**src/design/rcf_pkg.sv**
```systemverilog
// Package for the rational continued fraction block.
// Holds widths, limits and the sequencer state type; no dependencies.
package rcf_pkg;

    localparam int DATA_WIDTH      = 32;
    localparam int TERM_WIDTH      = DATA_WIDTH + 1;
    localparam int REM_WIDTH       = DATA_WIDTH + 2;
    localparam int CNT_WIDTH       = $clog2(TERM_WIDTH);
    localparam int TERM_LIMIT      = 48;
    localparam int N_WIDTH         = $clog2(TERM_LIMIT);
    localparam int IN_TDATA_WIDTH  = ((2 * DATA_WIDTH + 7) / 8) * 8;
    localparam int OUT_TDATA_WIDTH = ((TERM_WIDTH + 7) / 8) * 8;

    typedef enum logic [1:0] {
        ST_IDLE,
        ST_DIV,
        ST_FIX,
        ST_EMIT
    } t_state;

endpackage

```
**src/design/rational_continued_fraction.sv**
```systemverilog
// Top level of the rational continued fraction block: Euclid's algorithm
// on a shared radix-2 restoring divider under a four-state sequencer.
// Depends on rcf_pkg.
//
// Takes one fraction (numerator, denominator) per input transaction and
// emits its simple continued fraction terms, floor(p/q) at each step, one
// per output transaction, the final one with tlast high. A negative
// denominator moves its sign to the numerator, so only the first term can
// be negative. A zero denominator gives a single term of zero with tuser
// (invalid) set. Each term passes through the divider, a sign-correction
// state and a hand-off state; a zero denominator goes straight to the
// hand-off. The input is ready only between items; the last term of an
// item may still wait on the output while the next item is taken.
module rational_continued_fraction (
    input  logic                                i_clk,
    input  logic                                i_rst_n,
    input  logic                                s_axis_tvalid,
    output logic                                s_axis_tready,
    // [31:0] numerator, [63:32] denominator
    input  logic [rcf_pkg::IN_TDATA_WIDTH-1:0]  s_axis_tdata,
    output logic                                m_axis_tvalid,
    input  logic                                m_axis_tready,
    // [32:0] term, zero padded above
    output logic [rcf_pkg::OUT_TDATA_WIDTH-1:0] m_axis_tdata,
    output logic                                m_axis_tlast,
    // [0] invalid
    output logic                                m_axis_tuser
);

    localparam int W  = rcf_pkg::DATA_WIDTH;
    localparam int TW = rcf_pkg::TERM_WIDTH;
    localparam int RW = rcf_pkg::REM_WIDTH;
    localparam int CW = rcf_pkg::CNT_WIDTH;
    localparam int NW = rcf_pkg::N_WIDTH;
    localparam int OW = rcf_pkg::OUT_TDATA_WIDTH;

    rcf_pkg::t_state r_state, n_state;

    logic [TW-1:0] r_mag;     // dividend, shifting out; quotient shifting in
    logic [TW-1:0] r_rem;
    logic [TW-1:0] r_q;       // divisor, never negative
    logic          r_pneg;    // dividend is negative
    logic [CW-1:0] r_cnt;
    logic [NW-1:0] r_n;
    logic [TW-1:0] r_a;
    logic [TW-1:0] r_r;
    logic          r_fin;
    logic          r_inv;

    logic [TW-1:0] r_out_term;
    logic          r_out_last;
    logic          r_out_inv;
    logic          r_out_valid;

    logic          in_fire;
    logic          out_free;
    logic          div_done;
    logic          den_zero;
    logic [W-1:0]  in_num;
    logic [W-1:0]  in_den;
    logic [TW-1:0] num_ext;
    logic [TW-1:0] den_ext;
    logic [TW-1:0] num_abs;
    logic [TW-1:0] den_abs;
    logic [RW-1:0] rem_sh;
    logic          step_ge;
    logic [TW-1:0] rem_lo;
    logic [TW-1:0] fix_a;
    logic [TW-1:0] fix_r;
    logic          fix_fin;

    assign in_num   = s_axis_tdata[W-1:0];
    assign in_den   = s_axis_tdata[2*W-1:W];
    assign num_ext  = {in_num[W-1], in_num};
    assign den_ext  = {in_den[W-1], in_den};
    assign num_abs  = in_num[W-1] ? (TW'(0) - num_ext) : num_ext;
    assign den_abs  = in_den[W-1] ? (TW'(0) - den_ext) : den_ext;
    assign den_zero = (in_den == W'(0));

    assign in_fire  = s_axis_tvalid && s_axis_tready;
    assign out_free = !r_out_valid || m_axis_tready;
    assign div_done = (r_cnt == CW'(TW - 1));

    // one restoring division step
    assign rem_sh  = {r_rem, r_mag[TW-1]};
    assign step_ge = (rem_sh >= {1'b0, r_q});

    // floor correction for a negative dividend
    assign rem_lo = r_rem;
    always_comb begin
        if (r_pneg && (rem_lo != TW'(0))) begin
            fix_a = ~r_mag;
            fix_r = r_q - rem_lo;
        end else if (r_pneg) begin
            fix_a = TW'(0) - r_mag;
            fix_r = TW'(0);
        end else begin
            fix_a = r_mag;
            fix_r = rem_lo;
        end
    end
    assign fix_fin = (fix_r == TW'(0)) || (r_n == NW'(rcf_pkg::TERM_LIMIT - 1));

    // next state
    always_comb begin
        n_state = r_state;
        unique case (r_state)
            rcf_pkg::ST_IDLE: begin
                if (in_fire) begin
                    n_state = den_zero ? rcf_pkg::ST_EMIT : rcf_pkg::ST_DIV;
                end
            end
            rcf_pkg::ST_DIV: begin
                if (div_done) begin
                    n_state = rcf_pkg::ST_FIX;
                end
            end
            rcf_pkg::ST_FIX: begin
                n_state = rcf_pkg::ST_EMIT;
            end
            rcf_pkg::ST_EMIT: begin
                if (out_free) begin
                    n_state = r_fin ? rcf_pkg::ST_IDLE : rcf_pkg::ST_DIV;
                end
            end
            default: n_state = rcf_pkg::ST_IDLE;
        endcase
    end

    // outputs
    always_comb begin
        s_axis_tready = (r_state == rcf_pkg::ST_IDLE);
        m_axis_tvalid = r_out_valid;
        m_axis_tdata  = OW'(r_out_term);
        m_axis_tlast  = r_out_last;
        m_axis_tuser  = r_out_inv;
    end

    always_ff @(posedge i_clk) begin
        if (!i_rst_n) begin
            r_state     <= rcf_pkg::ST_IDLE;
            r_out_valid <= 1'b0;
        end else begin
            r_state <= n_state;
            if ((r_state == rcf_pkg::ST_EMIT) && out_free) begin
                r_out_valid <= 1'b1;
            end else if (m_axis_tready) begin
                r_out_valid <= 1'b0;
            end
        end
    end

    always_ff @(posedge i_clk) begin
        case (r_state)
            rcf_pkg::ST_IDLE: begin
                if (in_fire) begin
                    r_mag  <= num_abs;
                    r_q    <= den_abs;
                    r_pneg <= (in_num != W'(0)) && (in_num[W-1] ^ in_den[W-1]);
                    r_rem  <= TW'(0);
                    r_cnt  <= CW'(0);
                    r_n    <= NW'(0);
                    r_a    <= TW'(0);
                    r_fin  <= 1'b1;
                    r_inv  <= den_zero;
                end
            end
            rcf_pkg::ST_DIV: begin
                r_mag <= {r_mag[TW-2:0], step_ge};
                r_rem <= step_ge ? TW'(rem_sh - {1'b0, r_q}) : rem_sh[TW-1:0];
                r_cnt <= r_cnt + CW'(1);
            end
            rcf_pkg::ST_FIX: begin
                r_a   <= fix_a;
                r_r   <= fix_r;
                r_fin <= fix_fin;
            end
            rcf_pkg::ST_EMIT: begin
                if (out_free) begin
                    r_out_term <= r_a;
                    r_out_last <= r_fin;
                    r_out_inv  <= r_inv;
                    // (p, q) <- (q, r)
                    r_mag  <= r_q;
                    r_q    <= r_r;
                    r_pneg <= 1'b0;
                    r_rem  <= TW'(0);
                    r_cnt  <= CW'(0);
                    r_n    <= r_n + NW'(1);
                end
            end
            default: begin
            end
        endcase
    end

endmodule

```
**config.mk**
```make
export PLATFORM = sky130hd
export DESIGN_NAME = rational_continued_fraction
export DESIGN_NICKNAME = d
export VERILOG_FILES = /design/src/design/rcf_pkg.sv /design/src/design/rational_continued_fraction.sv
export SDC_FILE = /design/constraint.sdc
export NUM_CORES = 1
export LEC_CHECK = 0
export BUFFER_PORTS_ARGS = -buffer_cell sky130_fd_sc_hd__buf_2
export CORE_UTILIZATION = 36
export CTS_CLUSTER_DIAMETER = 80
export DETAILED_ROUTE_END_ITERATION = 10
export HOLD_SLACK_MARGIN = 0.05
export SLEW_MARGIN = 20
export SYNTH_ARGS = -nofsm -noshare
export SYNTH_HDL_FRONTEND = slang
export SYNTH_SLANG_ARGS = --single-unit
export TNS_END_PERCENT = 30
```
**constraint.sdc**
```tcl
create_clock -name i_clk -period 6.6 [get_ports i_clk]
set_input_delay 1.32 -clock i_clk [delete_from_list [all_inputs] [get_ports i_clk]]
set_output_delay 1.32 -clock i_clk [all_outputs]
set_load 0.01 [all_outputs]
```
# Yosys cells after proc, flatten, opt, wreduce, memory -nomap -nowiden
# Index checks and enable logic that the tools add are counted.
dict set report word_totals {
  word_cells 90
  in_bits 68
  out_inout_bits 44
  ff_bits 218
}
dict set report op_classes {
  n_reduce_logical 22
  n_eq_ne 8
  magnitude_cmp 1
  bitwise 2
  muxes 35
  n_addsub 7
}
# cell n
set op_table {}
lappend op_table {{33-bit two-way mux} 13}
lappend op_table {{33-bit one-hot mux with 3 select lines} 2}
lappend op_table {{33-bit one-hot mux with 2 select lines} 2}
lappend op_table {{1-bit by 32-bit subtractor with 33-bit output, first input constant} 2}
lappend op_table {{33-bit subtractor} 2}
lappend op_table {{34-bit by 33-bit >= comparator with 1-bit output} 1}
lappend op_table {{33-bit logical NOT} 1}
lappend op_table {{33-bit inverter} 1}
lappend op_table {{33-bit nonzero test} 1}
lappend op_table {{1-bit by 33-bit subtractor with 33-bit output, first input constant} 1}
lappend op_table {{32-bit logical NOT} 1}
lappend op_table {{32-bit nonzero test} 1}
lappend op_table {{6-bit two-way mux} 3}
lappend op_table {{6-bit one-hot mux with 3 select lines} 1}
lappend op_table {{6-bit by 1-bit adder with 6-bit output, second input constant} 2}
lappend op_table {{6-bit == test, second input constant} 2}
lappend op_table {{6-bit one-hot mux with 2 select lines} 1}
lappend op_table {{3-bit AND reduction} 3}
lappend op_table {{2-bit two-way mux} 4}
lappend op_table {{2-bit one-hot mux with 4 select lines} 1}
lappend op_table {{1-bit two-way mux} 6}
lappend op_table {{2-bit AND reduction} 3}
lappend op_table {{2-bit nonzero test} 3}
lappend op_table {{2-bit == test, second input constant} 2}
lappend op_table {{10 further kinds} 16}

# Logic depth before layout (Yosys ltp)
# Gate-level depths: netlist (run 1).
dict set report depth {
  word_depth 6
  mapped_depth 15
  mapped_depth_nobuf 14
}

# Worst setup path before layout (run 1)
# No wires, ideal clock.
dict set report synth_path {
  kind {input to register}
  from {input port m_axis_tready}
  to {register r_cnt[0] (enable)}
  setup_slack_ns 1.533
  t_arrival_ns 4.564
  required_time_ns 6.097
  path_stages 4
  path_buffers 0
  setup_ns 0.503
  cell_sequence {nor2b_1 -> nand2_1 -> o21ai_0 -> nor2_1}
}
dict set report synth_via {
  elab_chain_cells 3
}
# element line
set synth_rtl {}
lappend synth_rtl {{from (decl)} rational_continued_fraction.sv:22} ;# input logic m_axis_tready,
lappend synth_rtl {{1-bit logical OR} rational_continued_fraction.sv:81} ;# assign out_free = !r_out_valid || m_axis_tready;
lappend synth_rtl {{2-bit != test (no line)} -}
lappend synth_rtl {{3-bit AND reduction (no line)} -}
lappend synth_rtl {{to (signal assigned)} rational_continued_fraction.sv:171} ;# r_cnt <= r_cnt + CW'(1);
lappend synth_rtl {{to (decl)} rational_continued_fraction.sv:43} ;# logic [CW-1:0] r_cnt;
# Every way passes these cells.
# A chain may end at the register's enable or synchronous reset.

# Worst setup path in the final report (run 1)
dict set report layout_path {
  from {register r_mag[32]}
  to {register r_rem[9], data pin}
}
dict set report layout_via {
  elab_chain_cells 3
  word_cells_on_any_way 4
  classes_between {add/sub: 1; order compare: 1; mux: 2}
}
# element line
set layout_rtl {}
lappend layout_rtl {{from (decl)} rational_continued_fraction.sv:39} ;# logic [TW-1:0] r_mag;
lappend layout_rtl {{from (signal assigned)} rational_continued_fraction.sv:157} ;# r_mag <= num_abs;
lappend layout_rtl {{from (signal assigned)} rational_continued_fraction.sv:169} ;# r_mag <= {r_mag[TW-2:0], step_ge};
lappend layout_rtl {{from (signal assigned)} rational_continued_fraction.sv:184} ;# r_mag <= r_q;
lappend layout_rtl {{33-bit subtractor / 34-bit by 33-bit >= comparator with 1-bit output (equally long branches)} {rational_continued_fraction.sv:170, rational_continued_fraction.sv:86}}
lappend layout_rtl {{33-bit two-way mux (*)} rational_continued_fraction.sv:170} ;# r_rem <= step_ge ? TW'(rem_sh - {1'b0, r_q}) : rem_sh[TW-1:0];
lappend layout_rtl {{33-bit one-hot mux with 3 select lines (*)} rational_continued_fraction.sv:154} ;# case (r_state)
lappend layout_rtl {{to (signal assigned)} rational_continued_fraction.sv:170}
lappend layout_rtl {{to (decl)} rational_continued_fraction.sv:40} ;# logic [TW-1:0] r_rem;
# Mark *: on every way between the ends. The rest lies on a longest branch, timed or not.

==> metrics.md, run 1 <==
| Metric | Value |
|---|---|
| Run status | `finished, final reports clean` |
| H-tree depth | `1` |
| Clock network latency to the later pin of the worst-skew pair | `between 500 and 600 ps` |
| Syn avg cell area | `around 9.7 um^2` |
| Post-synth EDFFs | `approximately 220` |
| Most common cell in the synthesized netlist | `edfxtp_1` |
| Routability congestion estimate | `about 0.94` |
| Total grt overflow | `0` |
| I/O Buffers | `roughly 100` |
| RSZ-0062 raised after global routing | `false` |
| Tmin final | `between 4000 and 5000 ps` |
| Worst clock skew | `~13 ps` |
| Commonest cells in the netlist | `edfxtp_1 (215), o21ai_0 (134), nand2_1 (125), nor2_1 (109), inv_1 (99)` |
| Ant diodes | `0` |
| Async SR Flop Fraction | `0` |
| Vias | `around 13,000` |
| First-pass DRT Iterations | `5` |
| Top_reg_cell synth | `edfxtp_1` |
| CP top delay family | `compound AO/OA/AOI/OAI gates` |
| Leakage | `0.00639 uW` |
| Worst VDD drop | `about 0.00031 V` |
| Die X | `slightly above 200 um` |
| Worst-path clk slew | `60 ps` |
| DP Wirelength | `roughly 33,000 um` |
| Hold Path Stages | `0` |
| Crit-path cells | `inv_1, ha_1, fa_1, nor2b_1, o21ai_0, a21boi_0, o21bai_1, a21o_1, o31a_1, o311ai_0, nand2_1, buf_4, a2111oi_0, a311o_1` |
| Distinct cells, synth | `81` |
| Pwr/cell area | `617 mW/mm^2` |
| Fraction of layout cells with a size suffix above 1 | `0.121` |
| Syn Std Cell Area | `approximately 0.015 mm^2` |
| Cts bufs inserted | `25` |
| Cell taking the most area after synthesis | `edfxtp_1` |
| Clock root buffer | `clkbuf_16` |
| Post-route ant nets | `0` |
| CTS tree | `yes` |
| Worst R2R End | `r_rem[9]$_SDFFCE_PN0P_` |
| GRT Util Overall | `0.210` |
| First-pass GRT wire length | `~67,000 um` |
| Area delta synth->final | `13.3%` |
| Hold/Removal Path Class | `reg2reg` |
| CP bufs+invs | `2` |
| Initial antenna violation count | `2` |
| Crit. End Element | `register` |
| Routed vias/inst | `a little under 6` |
| Critical path's slowest cell | `o311ai_0` |
| CP Data Required Time | `7010 ps` |
| Final #Nets | `about 1,800` |
| Crit-path max FO | `27` |
| Clk sinks | `218` |
| Fin Hold WS | `roughly 420 ps` |
| # fillers | `between 3,000 and 4,000` |
| DR DRC count | `0` |
| Worst hold start | `r_a[16]$_SDFFCE_PN0P_` |
| Reg2reg setup slack | `approximately 1700 ps` |
| Average wire per standard cell | `~21 um` |
| Clk buf depth | `3` |
| Setup-failing EPs final | `0` |
| Ranking of synthesized cells by area | `edfxtp_1 (44%), ha_1 (6.3%), xor2_1 (4.6%)` |
| Post-CTS Setup Bufs | `0` |
| Std-Cell Rows | `between 70 and 80` |
| CP max stage delay | `~770 ps` |
| Setup TNS | `0 ps` |
| I/O pin cnt | `approximately 110` |
| Worst-margin pin slew | `995 ps` |
| Max-slew violation count | `0` |
| DR iter-0 viols | `1,321` |
| Die Area | `between 0.04 and 0.05 mm^2` |
| Cts hold-fix bufs | `0` |
| WS Path Type | `reg2reg` |
| Smallest setup slack after layout | `between 1500 and 2000 ps` |
| Syn Inst Count | `around 1,500` |
| DRT Wirelength | `44,700 um` |
| Setup WS pre-CTS | `approximately 1700 ps` |
| Yosys warns | `0` |
| Sequential area share after synthesis | `0.441` |
| Number of global-route vias before repair | `roughly 12,000` |
| Initial Util | `0.369` |
| Crit share post-route | `0.740` |
| Core area | `between 0.04 and 0.05 mm^2` |
| Worst r2r path cells | `14` |
| Post-CTS sizing | `0` |
| Final Util | `0.418` |
| Relative slew slack | `0.337` |
| Largest net degree at the start of global routing | `69` |
| Die Span Y | `a little over 200 um` |
| Max frequency | `just over 200 MHz` |
| Max-Cap Viols | `0` |
| Synth Register Bits | `roughly 220` |
| Startpoint types | `register` |
| R2R Path Start | `r_mag[32]$_DFFE_PP_` |
| Post-synth top area share | `0.437` |
| Final Hold Fails | `0` |
| Worst hold endpoint | `r_out_term[16]$_DFFE_PP_` |
| WP data arrival | `around 5300 ps` |
==> per-stage QoR <==
step                total power (uW)  cells  area [um^2]
finish                         10300   2154        16800
global route                   11000   2154        16800
CTS                            10300   2154        16800
detailed placement              8650   2108        15800
global placement                8640   2108        15800
floorplan                       6980   1537        14800
==> worst register-to-register path, delay by kind of cell (launching register included) <==
kind | cells | cell delay, ps
compound gates | 8 | 2540
flops | 1 | 390
fa+ha+maj | 2 | 610
simple gates | 2 | 750
buf+inv | 2 | 470
==> cell usage in the layout, fill, tap and decap left out, types with 12 or more instances in the layout <==
master and count:
a22oi_1 33, a21oi_1 69, nand4_1 19, buf_2 104, clkbuf_16 25, o21ai_0 134, edfxtp_1 215, inv_1 99
nor3_1 31, buf_4 16, nand3_1 36, or4_1 16, or3_1 26, nor2_1 107, and2_1 39, o31ai_1 28
nand2b_1 14, ha_1 73, mux2i_1 13, a21o_1 29, nand2_1 125, nor4_1 12, o21a_1 18, xnor2_1 62
xor2_1 77
==> registers in the layout, indices dropped and copies added, names as in the netlist <==
name	flops
r_inv	1
m_axis_tlast	1
r_cnt	6
r_mag	33
r_out_term	33
m_axis_tuser	1
r_state	2
r_fin	1
r_a	33
r_q	33
r_n	6
r_pneg	1
r_rem	33
r_r	33
m_axis_tvalid	1
==> power breakdown <==
part           internal [uW]  switching (uW)  total, uW
clock                    975             599       1570
combinational           2150            3530       5680
sequential              2470             624       3090
==> layer usage <==
metal	up-vias	global-route usage	share of wire
met5	-	0	0
met1	6064	0.308	0.46
met2	550	0.321	0.44
met4	0	0.0480	0.021
li1	5828	-	-
met3	70	0.0353	0.083
==> worst max path at each step <==
stage,startpoint,end,slack [ps],depth (start not counted)
after global placement,s_axis_tdata[5],r_mag[27]$_DFFE_PP_,1740,10
after detailed placement,r_mag[32]$_DFFE_PP_,r_rem[9]$_SDFFCE_PN0P_,1730,14
after floorplan,m_axis_tready,r_cnt[0]$_SDFFCE_PN0P_,1530,4
after CTS,r_mag[32]$_DFFE_PP_,r_rem[9]$_SDFFCE_PN0P_,1720,14
after global routing,r_mag[32]$_DFFE_PP_,r_rem[9]$_SDFFCE_PN0P_,1100,14
final,r_mag[32]$_DFFE_PP_,r_rem[9]$_SDFFCE_PN0P_,1710,14
==> area by class of cell <==
type                       count  area [um^2]  area share
tap                          525          657      0.0392
inverter                     100          375      0.0224
timing repair buffer         120          641      0.0382
sequential                   218         6520       0.389
clock inverter                19          292      0.0174
multi-input combinational   1145         7640       0.456
clock buffer                  27          633      0.0378
==> cells by family (layout without fill, tap and decap cells) <==
family                   count (synthesis)  after routing  synth area share
AO/OA/AOI/OAI                          423            423             0.186
XOR/XNOR                               139            139            0.0823
adder cells (fa/ha/maj)                 77             77            0.0662
buffers and inverters                  174            266            0.0460
flip-flops                             218            218             0.441
multiplexers                            16             16            0.0111
other                                    1              7          0.000254
AND/OR/NAND/NOR                        483            483             0.167
Power figures use the tool's default switching activity.
==> inputs of run 2 (changes only) <==
Settings changed: ABC_AREA set to 1.
Clock period 6.6 ns to 5.12 ns, I/O delays scaled along.
==> run 2 against run 1 <==
Cell count rose by 41%. Worst setup slack got worse by 49 ps. Clock power is 29% higher. Routed wire length is 37% higher. Largest cell class unchanged. Synthesized area grew 13%. Clock-buffer cell count is 4 higher. Via count increased by 29%. Largest power group unchanged. Non-clock buffer count down 1. Synthesized cell count increased by 52%. Critical endpoint is now r_fin$_SDFFCE_PN1P_. Total power is 39% higher. Combinational power up 53%. Fmax increased by 41%.
==> metrics.md, run 2 <==
| Metric | Value |
|---|---|
| Crit share post-route | `0.675 (-0.0656)` |
| Crit-path cells | `ha_1, fa_1, inv_1, nand3_1, nand2_1, nand2_1, nand2_1, nand2_1, nand2_1, nor2_1, o21ai_0, nor2_1, nand2_1, nor2_1, nand2_1, o21ai_1` |
| CP Data Required Time | `5440 ps (-1570 ps)` |
| RSZ-0062 raised after global routing | `false` |
| Largest net degree at the start of global routing | `67 (-2.9%)` |
| Max frequency | `289 MHz (+41%)` |
| Setup-failing EPs final | `0 (unchanged)` |
| Initial antenna violation count | `3 (+1)` |
| Worst-margin pin slew | `1050 ps (+57.5 ps)` |
| Crit. End Element | `register` |
| R2R Path Start | `r_rem[0]$_SDFFCE_PN0P_` |
| Syn Std Cell Area | `0.0167 mm^2 (+13%)` |
| Post-synth top area share | `0.387 (-0.0497)` |
| Reg2reg setup slack | `1670 ps (-50 ps)` |
| Worst r2r path cells | `16 (+2)` |
| Post-Layout Cell Count | `3,034 (+41%)` |
| Post-CTS sizing | `0 (unchanged)` |
| Run status | `finished, final reports clean` |
| Clk buf depth | `3 (unchanged)` |
| Number of global-route vias before repair | `15,000 (+31%)` |
| Pwr/cell area | `765 mW/mm^2 (+24%)` |
| WS Path Type | `reg2reg` |
| # fillers | `4,722 (+22%)` |
| CP dominant cell by count | `nand2_1` |
| Clock root buffer | `clkbuf_16` |
| Vias | `16,100 (+29%)` |
| Relative slew slack | `0.297 (-0.0399)` |
| Post-CTS Setup Bufs | `0 (unchanged)` |
| Initial Util | `0.366 (-0.00265)` |
| Hold Path Stages | `0 (unchanged)` |
| Max-slew violation count | `0 (unchanged)` |
| DR DRC count | `0 (unchanged)` |
| Leakage | `0.00856 uW (+34%)` |
| WP data arrival | `3780 ps (-1520 ps)` |
| Synth Register Bits | `218 (unchanged)` |
| DR iter-0 viols | `1,528 (+16%)` |
| Power Total | `14,400 uW (+39%)` |
| DRT Wirelength | `61,100 um (+37%)` |
| Critical path's slowest cell | `o21ai_0` |
| Routability congestion estimate | `1.03 (+9.7%)` |
| Clock network latency to the later pin of the worst-skew pair | `580 ps (+30 ps)` |
| Worst VDD drop | `0.000377 V (+22%)` |
| Top_reg_cell synth | `edfxtp_1` |
| Most common cell in the synthesized netlist | `nand2_1` |
| Cts hold-fix bufs | `0 (unchanged)` |
| Commonest non-fill, non-tap cell in the layout | `nand2_1` |
| Commonest non-fill, non-tap cells in the layout | `nand2_1 (607), inv_1 (350), nor2_1 (319)` |
| Die Area | `0.0472 mm^2 (+13%)` |
| Cell taking the most area after synthesis | `edfxtp_1` |
| Hold/Removal Path Class | `reg2reg` |
| CTS tree | `yes` |
| Die Span Y | `217 um (+6.2%)` |
| CP max stage delay | `640 ps (-130 ps)` |
| I/O Buffers | `104 (unchanged)` |
| Yosys warns | `0 (unchanged)` |
| Placed cells | `2,982 (+41%)` |
| Ranking of synthesized cells by area | `edfxtp_1 (39%), nand2_1 (14%), inv_1 (7.9%)` |
| Sequential area share after synthesis | `0.391 (-0.0502)` |
| Worst clock skew | `10.3 ps (-3.14 ps)` |
| Commonest cells in the netlist | `nand2_1 (607), inv_1 (350), nor2_1 (321), edfxtp_1 (215), a21oi_1 (131)` |
| Std-Cell Rows | `78 (+6.8%)` |
| Cell area after placement | `0.0178 mm^2 (+13%)` |
| Average wire per standard cell | `20.1 um (-2.9%)` |
| Crit path launch | `r_rem[0]$_SDFFCE_PN0P_` |
| Design area | `0.0188 mm^2 (+12%)` |
| Async SR Flop Fraction | `0 (unchanged)` |
| Crit-path max FO | `5 (-81%)` |
| Worst R2R End | `r_fin$_SDFFCE_PN1P_` |
| Area delta synth->final | `12.7%` |
| First-pass DRT Iterations | `5 (unchanged)` |
| Syn Inst Count | `2,322 (+52%)` |
| Setup TNS | `0 ps (unchanged)` |
| Worst-path clk slew | `60 ps (about the same)` |
| Max-Cap Viols | `0 (unchanged)` |
| H-tree depth | `1 (unchanged)` |
| Cts bufs inserted | `27 (+8.0%)` |
| Fraction of layout cells with a size suffix above 1 | `0.0831 (-0.0379)` |
| First-pass GRT wire length | `91,300 um (+35%)` |
| Tmin final | `3450 ps (-1430 ps)` |
| Syn avg cell area | `7.18 um^2 (-26%)` |
| Post-route ant nets | `0 (unchanged)` |
| Routed vias/inst | `5.31 (-8.5%)` |
| Final Hold Fails | `0 (unchanged)` |
| Clk sinks | `218 (unchanged)` |
| Startpoint types | `register` |
| CP Capture Point | `r_fin$_SDFFCE_PN1P_` |
| Final #Nets | `2,558 (+46%)` |
| DP Wirelength | `48,200 um (+44%)` |
| Post-synth EDFFs | `215 (unchanged)` |
| Distinct cells, synth | `52 (-36%)` |
| I/O pin cnt | `112 (unchanged)` |
| Core area | `0.0456 mm^2 (+14%)` |
| GRT Util Overall | `0.256 (+0.0458)` |
| Die X | `217 um (+6.2%)` |
| Total grt overflow | `0 (unchanged)` |
run 2: routing by layer:
layer / global-route usage / vias to the layer above / part of all wire
met2: 0.417 / 654 / 0.46
met3: 0.0421 / 117 / 0.078
met4: 0.0967 / 2 / 0.042
met1: 0.340 / 7531 / 0.42
met5: 0 / - / 0.00018
li1: - / 7814 / -
run 2: cell families after synthesis:
group                    after synthesis  share of synthesized area
other                                  1                   0.000225
AND/OR/NAND/NOR                     1193                      0.299
buffers and inverters                418                     0.0985
adder cells (fa/ha/maj)               77                     0.0586
AO/OA/AOI/OAI                        353                      0.121
flip-flops                           218                      0.391
XOR/XNOR                              62                     0.0325
run 2: where the power goes:
part	switching (uW)	total (uW)	internal [uW]
logic	6080	8690	2610
registers	625	3670	3040
clock network	800	2020	1220
run 2: critical path: cells and delay by family, from the launching register on:
family	cells	cell delay, ps
buffers and inverters	1	140
and+or+nand+nor	11	1190
AOI/OAI and AO/OA	2	710
DFF	1	480
adders and majority gates	2	690
run 2: worst min path at each step:
stage / endpoint / slack [ps] / from
finish: r_out_term[7]$_DFFE_PP_ / 420 / r_a[7]$_SDFFCE_PN0P_
global route: r_out_term[4]$_DFFE_PP_ / 430 / r_a[4]$_SDFFCE_PN0P_
CTS: r_out_term[25]$_DFFE_PP_ / 420 / r_a[25]$_SDFFCE_PN0P_
detailed placement: r_out_term[25]$_DFFE_PP_ / 410 / r_a[25]$_SDFFCE_PN0P_
global placement: r_out_term[20]$_DFFE_PP_ / 400 / r_a[20]$_SDFFCE_PN0P_
floorplan: m_axis_tuser$_DFFE_PP_ / 400 / r_inv$_DFFE_PP_
run 2: layout make-up:
| type | count | area (um^2) | area share |
|---|---|---|---|
| clock inverter | 17 | 229 | 0.0122 |
| antenna | 2 | 5.00 | 0.000266 |
| tap | 600 | 751 | 0.0399 |
| multi-input combinational | 1692 | 8600 | 0.457 |
| sequential | 218 | 6520 | 0.347 |
| clock buffer | 31 | 691 | 0.0367 |
| inverter | 355 | 1340 | 0.0710 |
| timing repair buffer | 119 | 673 | 0.0358 |
run 2: through the flow:
step	worst slack (ps)	util	hold slack, ps
2_1_floorplan	90.5	-	400
4_1_cts	1660	0.411	420
6_report	1670	0.412	417
3_3_place_gp	1440	0.391	402
5_1_grt	1460	0.412	427
3_5_place_dp	1420	0.391	406
==> inputs of run 3 (changes only) <==
Clock period 5.12 ns to 3.5 ns, I/O delays scaled along.
==> run 3 against run 2 <==
Flip-flop and latch count is the same. Critical endpoint unchanged. Sequential share of layout area shrank 0.21 points. Worst hold slack lost 3.3 ps. Utilization grew 0.25 points.
==> metrics.md, run 3 (synthesis results as in run 2) <==
| Metric | Value |
|---|---|
| Run status | `finished, final reports clean` |
| Fin Hold WS | `414 ps (-3.25 ps)` |
| Crit-path cells | `ha_1, fa_1, inv_1, nand3_1, nand2_1, nand2_1, nand2_1, nand2_1, nand2_1, nand4_1, nand2_1, nand2_1, nand3_1, nand2_1, nor2_1, nand2_1, o21ai_1` |
| Average wire per standard cell | `19.1 um (-5.2%)` |
| Max-Cap Viols | `0 (unchanged)` |
| DR DRC count | `0 (unchanged)` |
| Die Span Y | `217 um (unchanged)` |
| WP data arrival | `3520 ps (-260 ps)` |
| Design area | `0.0189 mm^2 (+0.61%)` |
| Setup-failing EPs final | `0 (unchanged)` |
| Hold Path Stages | `3 (+3)` |
| Worst-margin pin slew | `737 ps (-315 ps)` |
| Post-CTS Setup Bufs | `0 (unchanged)` |
| Startpoint types | `register` |
| DRT Wirelength | `58,300 um (-4.6%)` |
| Largest net degree at the start of global routing | `60 (-10%)` |
| Clk sinks | `218 (unchanged)` |
| Smallest setup slack after layout | `412 ps (-1250 ps)` |
| Vias | `16,000 (-0.50%)` |
| Crit. End Element | `register` |
| WS Path Type | `reg2reg` |
| First-pass GRT wire length | `89,100 um (-2.5%)` |
| R2R Path Start | `r_rem[0]$_SDFFCE_PN0P_` |
| Fraction of layout cells with a size suffix above 1 | `0.0896 (+0.00655)` |
| Number of global-route vias before repair | `15,100 (+0.66%)` |
| Cts hold-fix bufs | `0 (unchanged)` |
| I/O Buffers | `104 (unchanged)` |
| Clock root buffer | `clkbuf_16` |
| Final Hold Fails | `0 (unchanged)` |
| Power Total | `20,900 uW (+45%)` |
| Reg2reg setup slack | `410 ps (-1250 ps)` |
| CP max stage delay | `490 ps (-150 ps)` |
| Crit-path max FO | `5 (unchanged)` |
| GRT Util Overall | `0.247 (-0.00899)` |
| Total grt overflow | `0 (unchanged)` |
| Clk buf depth | `3 (unchanged)` |
| CP top delay family | `simple AND/OR/NAND/NOR gates` |
| Critical path's slowest cell | `edfxtp_1` |
| Setup TNS | `0 ps (unchanged)` |
| Leakage | `0.00865 uW (+1.0%)` |
| CP bufs+invs | `1 (unchanged)` |
| Relative slew slack | `0.509 (+0.212)` |
| Pwr/cell area | `1100 mW/mm^2 (+44%)` |
| Area delta synth->final | `13.4%` |
| Clock network latency to the later pin of the worst-skew pair | `580 ps (about the same)` |
| CP Data Required Time | `3930 ps (-1510 ps)` |
| Worst r2r path cells | `17 (+1)` |
| Worst R2R End | `r_fin$_SDFFCE_PN1P_` |
| H-tree depth | `1 (unchanged)` |
| Die Area | `0.0472 mm^2 (unchanged)` |
| Worst hold endpoint | `m_axis_tvalid$_SDFFE_PN0P_` |
| Max frequency | `324 MHz (+12%)` |
| Setup WS pre-CTS | `133 ps (-1290 ps)` |
| Final #Nets | `2,580 (+0.86%)` |
| Routability congestion estimate | `0.963 (-6.8%)` |
| I/O pin cnt | `112 (unchanged)` |
| Worst VDD drop | `0.000444 V (+18%)` |
| Routed vias/inst | `5.25 (-1.2%)` |
| Crit share post-route | `0.882 (+0.208)` |
| CTS tree | `yes` |
| Cell area after placement | `0.0180 mm^2 (+1.2%)` |
| Initial Util | `0.366 (unchanged)` |
| Hold/Removal Path Class | `in2reg` |
| CP dominant cell by count | `nand2_1` |
| Commonest non-fill, non-tap cell in the layout | `nand2_1` |
| Post-route ant nets | `0 (unchanged)` |
| Tmin final | `3090 ps (-366 ps)` |
| Commonest non-fill, non-tap cells in the layout | `nand2_1 (607), inv_1 (350), nor2_1 (319)` |
| Post-CTS sizing | `0 (unchanged)` |
| DR iter-0 viols | `1,704 (+12%)` |
| Initial antenna violation count | `2 (-1)` |
| Std-Cell Rows | `78 (unchanged)` |
| Max-slew violation count | `0 (unchanged)` |
| Worst-path clk slew | `60 ps (about the same)` |
| Cts bufs inserted | `27 (unchanged)` |
| Worst clock skew | `10.1 ps (-0.159 ps)` |
| DP Wirelength | `46,600 um (-3.5%)` |
| Core area | `0.0456 mm^2 (unchanged)` |
| RSZ-0062 raised after global routing | `false` |
| Worst hold start | `i_rst_n` |
| Die X | `217 um (unchanged)` |
| First-pass DRT Iterations | `6 (+1)` |
run 3: changes by cell type in the layout (fill, tap and decap cells not counted), moves of 2 or more:
cell       before  now
buf_12          0    3
clkinv_1        6   10
bufinv_16       5    2
clkinv_2        5    3
buf_4          13   33
run 3: worst register-to-register path: cells and delay by family (launching register included):
kind | cells | cell delay, ps
compound gates | 1 | 110
fa+ha+maj | 2 | 690
buf+inv | 1 | 130
flops | 1 | 490
simple gates | 13 | 1540
run 3: stage by stage:
stage                     instances  utilization
final                          3056        0.415
after global routing           3055        0.415
after CTS                      3054        0.414
after detailed placement       3005        0.396
after global placement         3005        0.396
after floorplan                2328            -
run 3: cell type report:
class	instances	area [um^2]
multi-input cells	1692	8600
fillers	4702	26700
repair buffers	141	856
diodes	1	2.50
inverters	355	1340
clock inverters	17	154
flip-flops and latches	218	6520
well taps	600	751
clock buffers	32	694
run 3: worst max-delay path by stage:
| stage | start | to | slack (ps) | cells past startpoint |
|---|---|---|---|---|
| 4_1_cts | r_rem[0]$_SDFFCE_PN0P_ | r_fin$_SDFFCE_PN1P_ | 450 | 17 |
| 6_report | r_rem[0]$_SDFFCE_PN0P_ | r_fin$_SDFFCE_PN1P_ | 410 | 17 |
| 2_1_floorplan | r_state[0]$_SDFFE_PN0P_ | r_n[0]$_SDFFCE_PN0P_ | 70 | 5 |
| 3_5_place_dp | s_axis_tdata[32] | r_q[26]$_DFFE_PP_ | 130 | 15 |
| 3_3_place_gp | s_axis_tdata[32] | r_q[26]$_DFFE_PP_ | 210 | 15 |
| 5_1_grt | r_rem[7]$_SDFFCE_PN0P_ | r_fin$_SDFFCE_PN1P_ | 170 | 16 |
run 3: report_power, final:
group	switching (uW)	internal [uW]	leakage, uW
logic	8780	4030	0.00611
registers	892	4440	0.00213
clock network	1180	1570	0.000408
total	10900	10000	0.00865
run 3: layer usage:
layer  global-route usage  wire length [um]  share of wire  up-vias
li1                     -                 -              -     7870
met3               0.0267              3560          0.061      104
met2                0.413             27300           0.47      597
met5                    0                13        0.00022        -
met4               0.0822              2050          0.035        2
met1                0.332             25400           0.44     7464
